<file path="src/hw/rtl/nus_ram.sv">
module nus_ram #(
  parameter int Width = 16,
  parameter int Depth = 16
) (
  input  logic                     clk_i,
  input  logic                     we_i,
  input  logic [$clog2(Depth)-1:0] addr_i,
  input  logic [Width-1:0]         wdata_i,
  output logic [Width-1:0]         rdata_o
);

  logic [Width-1:0] mem_q [Depth];
  logic [Width-1:0] rdata_q;

  always_ff @(posedge clk_i) begin
    if (we_i) begin
      mem_q[addr_i] <= wdata_i;
    end
    rdata_q <= mem_q[addr_i];
  end

  assign rdata_o = rdata_q;

endmodule

</file>
<file path="config.mk">
export PLATFORM = sky130hd
export DESIGN_NAME = nus_ram
export DESIGN_NICKNAME = d
export VERILOG_FILES = /design/src/hw/rtl/nus_ram.sv
export SDC_FILE = /design/constraint.sdc
export NUM_CORES = 1
export LEC_CHECK = 0
export BUFFER_PORTS_ARGS = -buffer_cell sky130_fd_sc_hd__buf_4
export CAP_MARGIN = 40
export CORE_MARGIN = 8
export CORE_UTILIZATION = 65
export DETAILED_ROUTE_END_ITERATION = 8
export GPL_ROUTABILITY_DRIVEN = 1
export PLACE_DENSITY = 0.83
export SKIP_LAST_GASP = 1
export SLEW_MARGIN = 20
export SYNTH_ARGS = -nofsm -noshare
export SYNTH_HDL_FRONTEND = slang
export SYNTH_SLANG_ARGS = --single-unit
</file>
<file path="constraint.sdc">
create_clock -name clk_i -period 4.7 [get_ports clk_i]
set_input_delay 0.705 -clock clk_i [delete_from_list [all_inputs] [get_ports clk_i]]
set_output_delay 0.705 -clock clk_i [all_outputs]
set_load 0.01 [all_outputs]
</file>
== After elaboration in Yosys (flattened, before gate mapping) ==
Memories as Yosys holds them, arrays and structs flattened. A register that Yosys moved wholly into a read port is not among the register bits.
Cells that the tools add are included.

* Shifts and indexed selects: 0
* Bitwise operators: 0
* Multipliers: 0
* Add/sub/neg operators: 0
* Multiplexer cells: 2
* Reduce and logical (&&, ||, !) cells: 0
* Divide/modulo/power cells: 0
* Eq/ne operators: 0
* $lt $le $gt $ge: 0

{| class="wikitable"
|+ Operators by type and width
! kind !! number
|-
| $mux W1 || 2
|}

* RAM bits: 256
* Logic and storage cells: 3
* ROM bits: 0
* Latch bits: 0
* Input bits: 22
* Memories kept: 1
* Register bits: 0

{| class="wikitable"
|+ Memory list
! memory !! words !! width !! read ports !! clocked after Yosys merged registers in !! write ports !! line !! text
|-
| mem_q || 16 || 16 || 1 || 1 || 1 || 12 || <nowiki>logic [Width-1:0] mem_q [Depth];</nowiki>
|}

== Depth between registers and ports, before layout ==
* Depth after elaboration: 2
* Gate-level depth with buffers: 5
* Depth with buffers taken out: 3

== Least setup slack after synthesis ==
No wires, ideal clock.

* Path kind: input to register
* From: in addr_i[2]
* To: mem mem_q[0][0] (enable)
* Library setup time: 409 ps
* Data arrival time: 2351 ps
* Stages on the path: 2
* Slack: 1940 ps
* Data required time: 4291 ps
* Cells stage by stage: or3b_2 -> nor3_1

{| class="wikitable"
|+ RTL lines
! what !! line !! text
|-
| start, declared || 7 || <nowiki>input logic [$clog2(Depth)-1:0] addr_i,</nowiki>
|-
| end, declared || 12 ||
|}

No word-level cell before the write port.

==> reports/metrics.cfg <==
[clock_network]
cts_buffers=26
cts_tree=yes
post_cts_resized=0
htreeDepth=1
clk_latency_ns=0.53
ctsRootBufferMaster=clkbuf_16
cts_sinks=272
cts_buffer_depth=3
cts.reportedPaths.clkPinSlew_ns=0.07
ctsHoldBuffers=0
cts_setup_buffers=0

[synthesis]
yosys.area_share.simple=0.0192
yosysUniqueCellTypes=18
synthTopCellsByArea=edfxtp_1, mux4_2, dfxtp_1, a22oi_1, nand2_1
synthMuxAreaShare=0.145
yosys.area.top_type=edfxtp_1
yosysSeqAreaShare=0.799
syn_area_um2=10000
yosys_warnings=0
synth_compound_area_frac=0.0240
ys_seq_elements=272
syn_nets=456
synth_top_area_share=0.767
synthesis.area_per_instance_um2=23.1
synth_cells=434
synth_top_family_by_area=multiplexers
synthAdderAreaFrac=0
synthXorXnorAreaFrac=0

[floorplan]
placementRows=45
fp.coreArea_um2=15100
start_util=0.662
die-area_um2=19700
die-width_um=140
ioPinCount=38
fp.dieH_um=140

[sta]
fin_skew_ns=0.0227
worst_slack_ns=2.25
slew_headroom=0.472
hold_viol=0
drv_slew=0
finalSetupTns_ns=0
rsz0062_at_grt=false
worstMarginPinSlew_ns=0.787
period_share=0.522
setup_viol=0
min_period_ns=2.45
fmax_mhz=408

[power]
p_sw_frac=0.199
p_leak_uw=0.00375
p_comb_frac=0.052
vdd_ir_drop_max_mv=0.533
cell_internal_pwr_uw=4040
power_switching_uw=1000
clkPwrFrac=0.407
powerDensity_nw_per_um2=439
seq_power_share=0.541

[worst_setup_path]
slowest_stage=buf_4
cp_top_family=buffers and inverters
startpoint_type=input port
cpPeakStageDelay_ns=0.64
crit_type=in -> reg
crit_required_ns=5.10
arrival_ns=2.85
cp_common_cell=buf_4
cp-startpoint=addr_i[0]
cp-end-kind=register
critical_path_peak_fanout=41
path_buf_inv=2
cp_cell_sequence=buf_4 -> buf_4 -> mux4_2 -> a22oi_1 -> nand2_1
r2r_start=mem_q[11][15]

[drt]
drtIter0Drc=592
via_count=4779
wire_per_inst_um=29.9
firstDrtPassIters=4
drc=0
routed_wl_mm=21.1
ant_nets=0
viasPerCell=6.78

[finish]
multi_input_area_um2=1940
layout-drive-gt1-share=0.335
final_cell_mix=edfxtp_1, mux4_2, buf_4
seq_area_um2=8010
final_common_cell=edfxtp_1
syn_to_final_growth_pct=14.6
num_antenna_cells=0
finalNetCount=519
num-fill-cells=776

[place]
dpl.hpwl_mm=11.9
gp_congestion=0.750
portBuffers=37
post-place-ws_ns=1.62

[global_route]
grt_pass1_vias=5084
overflow=0
track_usage=0.222
grt_start_max_net_pins=54
grt_first_pass_wirelength_mm=31.7
antenna_found_initial=1

[worst_hold_path]
min_from=wdata_i[7]
min_path_type=in -> reg

[run]
cap_violations=0

[status]
status=completed

-- worst paths after layout --
| check | slack, ns | depth (start not counted) | end |
|---|---|---|---|
| worst min register to register | 0.68 | 3 | rdata_o[5] |
| worst max-delay path | 2.25 | 5 | rdata_o[8] |
| worst max register to register | 3.35 | 3 | rdata_o[15] |
| worst min-delay path | 0.47 | 1 | mem_q[3][7] |
-- final cells by class --
| cell class | instances | area share |
|---|---|---|
| Tap cell | 188 | 0.0205 |
| Timing Repair Buffer | 58 | 0.0403 |
| Clock inverter | 13 | 0.0123 |
| Sequential cell | 272 | 0.697 |
| Multi-Input combinational cell | 139 | 0.169 |
| Clock buffer | 35 | 0.0614 |
-- Yosys cell counts (all sizes together) --
library cell and number:
a22oi 32, and2 1, buf 9, clkbuf 14, dfxtp 16, edfxtp 256, mux4 64, nand2 17
nand2b 2, nand3 1, nand3b 2, nor2 13, nor2b 2, nor3 4, or3b 1
-- flip-flops by register name, summed over array words and instances (netlist names) --
name,cells
mem_q,256
rdata_o,16
-- logic make-up after synthesis --
group,Yosys count
flip-flops,272
buffers and inverters,23
AO/OA/AOI/OAI,32
multiplexers,64
AND/OR/NAND/NOR,43
-- metrics by stage --
step / util / instances / instance area, um2 / power, uW / hold slack (ns)
floorplan: - / 434 / 10000 / 2920 / 0.635
global placement: 0.700 / 655 / 10600 / 3020 / 0.655
detailed placement: 0.703 / 657 / 10600 / 3040 / 0.666
CTS: 0.759 / 705 / 11500 / 5070 / 0.460
global route: 0.759 / 705 / 11500 / 5190 / 0.477
finish: 0.759 / 705 / 11500 / 5050 / 0.473
-- metal layers --
| metal | up-vias | track usage | wire length (um) |
|---|---|---|---|
| met5 | - | 0 | 13 |
| met4 | 2 | 0.0663 | 491 |
| met3 | 43 | 0.0493 | 2130 |
| met2 | 303 | 0.362 | 10400 |
| met1 | 2463 | 0.296 | 8050 |
| li1 | 1968 | - | - |
-- power groups by stage --
| stage | combinational [uW] | sequential, uW | clock, uW |
|---|---|---|---|
| after floorplan | 136 | 2780 | 0 |
| after global placement | 248 | 2780 | 0 |
| after detailed placement | 259 | 2780 | 0 |
| after CTS | 265 | 2730 | 2080 |
| after global routing | 280 | 2730 | 2180 |
| final | 262 | 2730 | 2060 |
-- worst reg2reg max path: stages (launching register included) --
cell	delay, ns
edfxtp_1	0.39
mux4_2	0.50
a22oi_1	0.26
nand2_1	0.08
Note: power is estimated with default switching activity, not from simulation.
