==> config.mk <==
export PLATFORM = sky130hd
export DESIGN_NAME = nus_div
export DESIGN_NICKNAME = d
export VERILOG_FILES = /design/src/hw/rtl/nus_pkg.sv /design/src/hw/rtl/nus_div.sv
export SDC_FILE = /design/constraint.sdc
export NUM_CORES = 1
export LEC_CHECK = 0
export BUFFER_PORTS_ARGS = -buffer_cell sky130_fd_sc_hd__clkbuf_2
export CORE_MARGIN = 10
export CORE_UTILIZATION = 58
export DETAILED_ROUTE_END_ITERATION = 8
export HOLD_SLACK_MARGIN = 0.08
export MAX_ROUTING_LAYER = met4
export PLACE_DENSITY = 0.84
export SYNTH_ARGS = -nofsm -noshare
export SYNTH_HDL_FRONTEND = slang
export SYNTH_SLANG_ARGS = --single-unit
export TNS_END_PERCENT = 50
==> constraint.sdc <==
create_clock -name clk_i -period 3.95 [get_ports clk_i]
set_input_delay 0.79 -clock clk_i [delete_from_list [all_inputs] [get_ports clk_i]]
set_output_delay 0.79 -clock clk_i [all_outputs]
set_load 0.05 [all_outputs]
==> src/hw/rtl/nus_pkg.sv <==
package nus_pkg;

  localparam int MaxEm     = 8;
  localparam int MaxBands  = 16;
  localparam int EmW       = $clog2(MaxEm);
  localparam int BandW     = $clog2(MaxBands);
  localparam int SmpW      = 16;
  localparam int FracW     = 16;
  localparam int FracBits  = 12;
  localparam int GramW     = 40;
  localparam int GradW     = 48;
  localparam int AccW      = 48;
  localparam int MulAW     = 25;
  localparam int MulBW     = 41;
  localparam int ProdW     = MulAW + MulBW;
  localparam int DivNW     = 61;
  localparam int DivDW     = GramW;
  localparam int DivSteps  = DivNW - 1;
  localparam int DivCntW   = $clog2(DivSteps + 1);
  localparam int SqW       = 56;
  localparam int MagW      = 24;
  localparam int TolW      = 15;
  localparam int LimitW    = 16;
  localparam int NemCfgW   = 4;
  localparam int NbCfgW    = 5;

  localparam logic [LimitW-1:0]  LimitRst = 16'd400;
  localparam logic [TolW-1:0]    TolRst   = '0;
  localparam logic [NemCfgW-1:0] NemRst   = 4'd8;
  localparam logic [NbCfgW-1:0]  NbRst    = 5'd16;

  typedef enum logic [1:0] {
    CFG_LIMIT = 2'd0,
    CFG_TOL   = 2'd1,
    CFG_NEM   = 2'd2,
    CFG_NB    = 2'd3
  } cfg_idx_e;

  typedef enum logic {
    MODE_LOAD  = 1'b0,
    MODE_PIXEL = 1'b1
  } mode_e;

  typedef enum logic {
    RES_FRAC = 1'b0,
    RES_RMSE = 1'b1
  } res_kind_e;

  typedef logic signed [MulAW-1:0] mul_a_t;
  typedef logic signed [MulBW-1:0] mul_b_t;
  typedef logic signed [ProdW-1:0] prod_t;
  typedef logic signed [AccW-1:0]  acc_t;
  typedef logic signed [GradW-1:0] grad_t;
  typedef logic signed [DivNW-1:0] quot_t;

  typedef struct packed {
    logic                   mode;
    logic [EmW-1:0]         endmember_index;
    logic [BandW-1:0]       band_index;
    logic signed [SmpW-1:0] sample_value;
  } nus_in_t;

  typedef struct packed {
    logic             result_kind;
    logic [EmW-1:0]   result_index;
    logic [FracW-1:0] result_value;
    logic             last_of_pixel;
  } nus_out_t;

  typedef struct packed {
    logic             start;
    quot_t            num;
    logic [DivDW-1:0] den;
  } nus_div_req_t;

  typedef struct packed {
    logic  done;
    quot_t quot;
  } nus_div_rsp_t;

endpackage

==> src/hw/rtl/nus_div.sv <==
// Restoring divider, one quotient bit per cycle, truncates toward zero.
// Divisor is taken as positive.
module nus_div (
  input  logic                  clk_i,
  input  logic                  rst_ni,
  input  nus_pkg::nus_div_req_t req_i,
  output nus_pkg::nus_div_rsp_t rsp_o
);

  logic [nus_pkg::DivNW-2:0]   mag_q, mag_d;
  logic [nus_pkg::DivDW-1:0]   rem_q, rem_d, den_q;
  logic [nus_pkg::DivDW:0]     rem_sh;
  logic [nus_pkg::DivCntW-1:0] cnt_q, cnt_d;
  logic                        neg_q, done_q, done_d, ge;
  nus_pkg::quot_t              num_abs;

  assign num_abs = req_i.num[nus_pkg::DivNW-1] ? -req_i.num : req_i.num;
  assign rem_sh  = {rem_q, mag_q[nus_pkg::DivNW-2]};
  assign ge      = rem_sh >= {1'b0, den_q};

  always_comb begin
    mag_d  = mag_q;
    rem_d  = rem_q;
    cnt_d  = cnt_q;
    done_d = 1'b0;
    if (cnt_q != '0) begin
      rem_d = ge ? nus_pkg::DivDW'(rem_sh - {1'b0, den_q})
                 : rem_sh[nus_pkg::DivDW-1:0];
      mag_d = {mag_q[nus_pkg::DivNW-3:0], ge};
      cnt_d = cnt_q - 1'b1;
      done_d = (cnt_q == nus_pkg::DivCntW'(1));
    end
  end

  always_ff @(posedge clk_i or negedge rst_ni) begin
    if (!rst_ni) begin
      cnt_q  <= '0;
      done_q <= 1'b0;
    end else begin
      cnt_q  <= req_i.start ? nus_pkg::DivCntW'(nus_pkg::DivSteps) : cnt_d;
      done_q <= done_d;
    end
  end

  always_ff @(posedge clk_i) begin
    if (req_i.start) begin
      mag_q <= num_abs[nus_pkg::DivNW-2:0];
      rem_q <= '0;
      den_q <= req_i.den;
      neg_q <= req_i.num[nus_pkg::DivNW-1];
    end else begin
      mag_q <= mag_d;
      rem_q <= rem_d;
    end
  end

  assign rsp_o.done = done_q;
  assign rsp_o.quot = neg_q ? -$signed({1'b0, mag_q}) : $signed({1'b0, mag_q});

endmodule

* Word-level counts from Yosys, hierarchy flattened
Index checks and enable logic that the tools add are counted.
W data, S select, Z words.
** Storage, ports and cells
- Word-level logic and storage cells :: 22
- Input port bits :: 104
- Bits in registers :: 148
- Memory bits (writable) :: 0
- Memories kept :: 0
- Output and inout bits :: 62
- Bits in latches :: 0
- Memory bits (read-only) :: 0
** Operators by class
- Reductions and logical operators :: 2
- Muxes and demuxes :: 8
- Shift-type cells :: 0
- Bitwise operators :: 0
- Divide/modulo/power cells :: 0
- $mul :: 0
- Order comparisons :: 1
- $add $sub $neg :: 4
- Eq/ne operators :: 1
** Operators with widths (number)
- $mux W60 :: 3
- $mux W61 :: 1
- $neg A60 Y61 :: 1
- $neg A60 Y60 :: 1
- $ge A41 B40 Y1 :: 1
- $mux W40 :: 1
- $sub A40 B40 Y40 :: 1
- $mux W6 :: 2
- $eq A6 B1 Y1 const B :: 1
- $reduce_bool A6 Y1 :: 1
- $sub A6 B1 Y6 const B :: 1
- $reduce_bool A2 Y1 :: 1
- $mux W1 :: 1

* Logic depth before layout (Yosys ltp)
- Depth after elaboration :: 3
- Gate-level depth with buffers :: 14
- Gate-level depth less buffers :: 12

* Worst setup path after synthesis
OpenSTA, ideal clock, no wires.
- Path kind :: reg2out
- From :: reg mag_q[30] (netlist bit)
- To :: out rsp_o[53] (netlist bit)
- Data arrival time :: 3.175 ns
- Slack :: -0.015 ns
- Buffers on the path :: 0
- Required time :: 3.160 ns
- Stages on the path, launching flop included :: 8
- Cell sequence :: edfxtp_1 > or4_1 > or3_1 > or3_1 > or2_1 > o31ai_2 > nand2_1 > xnor2_1
** RTL lines
- from (decl) :: RTL line nus_div.sv:10 : logic [nus_pkg::DivNW-2:0] mag_q, mag_d;
- from (signal assigned) :: RTL line nus_div.sv:47 : mag_q <= num_abs[nus_pkg::DivNW-2:0];
- from (signal assigned) :: RTL line nus_div.sv:52 : mag_q <= mag_d;
- to (decl) :: RTL line nus_div.sv:7 : output nus_pkg::nus_div_rsp_t rsp_o

==> results.yml <==
die:
  die_y_um: 156.2
  ios: 166
  rows: 49
  dieArea_sq_mm: 0.02438
  die_x_um: 156.2
  fp.coreArea_sq_mm: 0.01809
  start_util: 0.5945
synthesis:
  ys_ff_latch: 148
  synth_adder_area_share: 0.05307
  ys_warn_count: 0
  synth-seq-area-share: 0.3729
  synth_compound_area_frac: 0.1993
  ys.flop_type: "edfxtp_1"
  synth_xor_area_frac: 0.1222
  ys_types: 68
  async_flop_share: 0.04730
  synth_top_family_by_area: "compound AO/OA/AOI/OAI gates"
  synth_simple_gate_area_frac: 0.1849
  netlist_top_cells_area: "edfxtp_1, dfxtp_1, xnor2_1"
  synth_cells: 1223
  yosysTopAreaCell: "edfxtp_1"
  syn_area_per_cell_sq_um: 8.791
  synth_top_area_share: 0.2821
  netlist_area_sq_mm: 0.01075
  synthMuxAreaShare: 0.02560
  synth-edff-count: 101
  synth_nets: 1372
routing:
  antenna_left: 0
  vias_per_cell: 6.153
  via_count: 10080
  post-route-drc-count: 0
  wl_um: 30800
  wl_per_cell_um: 18.79
  drt_iter0_markers: 876
  first_pass_iters: 5
power_and_ir_drop:
  power_frac_comb: 0.274
  clkPwrFrac: 0.342
  peakVddDrop_mv: 0.3710
  p_seq_frac: 0.385
  power_density_mw_per_mm2: 388.4
  p_sw_mw: 1.745
  switching_share: 0.3462
  p_leak_nw: 5.273
  power.internal_mw: 3.294
sta:
  timing.fmax_mhz: 250.3
  rsz0062_at_grt: "true"
  slew_viol_final: 0
  layout_setup_ws_ps: -44.59
  min_period_ps: 3995
  slew_headroom: 0.3365
  setup_viol_count_final: 6
  finClkSkew_ps: 6.711
  period_share: 1.011
  worst_slew_pin_slew_ps: 991.5
  hold_viol: 0
clock_network:
  path_clk_slew_ps: 60
  clk-insertion-delay-late_ps: 430
  cts_sinks: 148
  htreeDepth: 4
  cts_root_buffer: "clkbuf_16"
  cts_buffer_depth: 2
  cts_buffers: 17
  cts_tree: "yes"
  cts_hold_buffers: 0
run_status:
  violations: "setup timing"
  status: "finished with violations"
finish:
  layoutNonFillerInstCount: 1639
  fillers: 1369
  stdcell_area_sq_mm: 0.01297
  drive_gt1_frac: 0.2191
  final_nets: 1546
  syn_to_final_growth_pct: 20.66
  diodes: 0
worst_hold_path:
  hp-class: "input pin to async pin"
place:
  dp_cells: 1594
  hpwl_um: 22310
  port_buffers: 165
  place_area_sq_mm: 0.01192
  place_congestion: 0.9612
setup_path:
  cp.required_ps: 3160
  critical_path_class: "flip-flop to primary output"
  crit_arrival_ps: 3200
  cp-start-kind: "flip-flop"
  path_max_fanout: 5
  cp-end-kind: "primary output"
  r2r_slack_ps: 440
job:
  drv_cap: 0
global_route:
  grt_pass1_wl_um: 48920
  antenna_found_initial: 0
  track_usage: 0.2506
  globalRouteOverflowTotal: 0
  grt_max_degree: 115
  grt_pass1_vias: 9780
power by group through the flow:
stage / Clock (mW) / Sequential (mW) / Combinational [mW]
2_1_floorplan: 0 / 1.91 / 0.945
6_report: 1.72 / 1.94 / 1.38
3_3_place_gp: 0 / 1.95 / 1.27
5_1_grt: 1.79 / 1.95 / 1.47
4_1_cts: 1.73 / 1.92 / 1.35
3_5_place_dp: 0 / 1.95 / 1.29
synth_stat cells, types with 7 or more instances:
master	number
a211oi_1	16
a21o_1	27
a21oi_1	112
a311oi_1	18
a31oi_1	9
buf_2	7
clkbuf_1	36
dfrtp_1	7
dfxtp_1	40
edfxtp_1	101
ha_1	44
inv_1	65
mux2_2	20
nand2_1	121
nand2b_1	18
nand3_1	20
nand4_1	10
nor2_1	111
nor3_1	26
nor4_1	13
o211ai_1	10
o21ai_0	64
o31ai_1	23
o41ai_1	15
or3_1	27
or4_1	15
xnor2_1	90
xor2_1	60
sequential cells by signal (all words and copies together) (netlist names):
name    count
cnt_q       6
den_q      40
done_q      1
mag_q      60
neg_q       1
rem_q      40
what timing repair did:
item,in CTS,in global routing
pin swaps,11,13
gates resized for setup,40,55
endpoints found under the hold margin,0,0
endpoints found under the setup margin,26,30
buffers inserted,11,2
cell type report:
type	count	area, sq um	share of cell area
multi-input cells	959	6523	0.5028
flip-flops and latches	148	4009	0.3090
repair buffers	206	1286	0.09915
clock buffers	19	454.2	0.03501
well taps	229	286.5	0.02209
inverters	65	244.0	0.01881
clock inverters	13	170.2	0.01312
routing by layer:
layer,share of wire,GRT usage,up-vias
li1,-,-,4808
met1,0.42,0.3068,4738
met2,0.47,0.4058,471
met3,0.087,0.04852,67
met4,0.023,0.08854,0
met5,0,-,-
critical path: stages (launching register included):
cell and delay, ps:
edfxtp_1 400, or4_4 570, or3_4 360, or3_4 350
or2_4 260, o31ai_4 330, nand2_1 120, xor2_1 180
clkbuf_8 210
layout by cell type (no fill, tap or decap), types with 16 or more instances in the layout:
cell	netlist	layout
mux2_2	20	20
nand2_1	121	120
inv_1	65	64
nand3_1	20	19
dfxtp_1	40	40
clkbuf_2	0	139
nor2_1	111	111
a21oi_1	112	108
nand2b_1	18	18
ha_1	44	44
a311oi_1	18	18
buf_4	2	45
nor3_1	26	24
a211oi_1	16	16
xor2_1	60	60
a21o_1	27	27
or3_1	27	19
edfxtp_1	101	101
xnor2_1	90	88
clkbuf_16	0	18
o31ai_1	23	23
o21ai_0	64	61
per-stage QoR:
step | setup WS [ps] | total power, mW | util | TNS, ps | hold slack (ps)
2_1_floorplan | 57.34 | 2.860 | - | 0 | 453.0
3_3_place_gp | 210.7 | 3.218 | 0.6589 | 0 | 476.3
3_5_place_dp | 139.1 | 3.241 | 0.6589 | 0 | 479.4
4_1_cts | -43.79 | 4.998 | 0.7086 | -118.5 | 190.3
5_1_grt | -145.3 | 5.207 | 0.7173 | -1591 | 188.4
6_report | -44.59 | 5.038 | 0.7173 | -152.1 | 185.5
worst paths after layout:
| path | startpoint | end | cells after the start |
|---|---|---|---|
| worst max register to register | den_q[34]$_DFFE_PP_ | rem_q[34]$_SDFFE_PP0P_ | 10 |
| worst min-delay path | rst_ni | cnt_q[0]$_DFFE_PN0P_ | 1 |
| worst max-delay path | mag_q[31]$_DFFE_PP_ | rsp_o[49] | 8 |
| worst min register to register | rem_q[36]$_SDFFE_PP0P_ | rem_q[36]$_SDFFE_PP0P_ | 2 |
| max in group asynchronous | rst_ni | cnt_q[1]$_DFFE_PN0P_ | 1 |
| min in group clk_i | rem_q[36]$_SDFFE_PP0P_ | rem_q[36]$_SDFFE_PP0P_ | 2 |
cells by family (layout without fill, tap and decap cells):
logic type,after synthesis,after routing
compound gates,336,336
xor+xnor,150,150
fa+ha+maj,45,45
buf+inv,116,303
flops,148,148
mux,25,25
simple gates,403,403
Power figures use the tool's default switching activity.
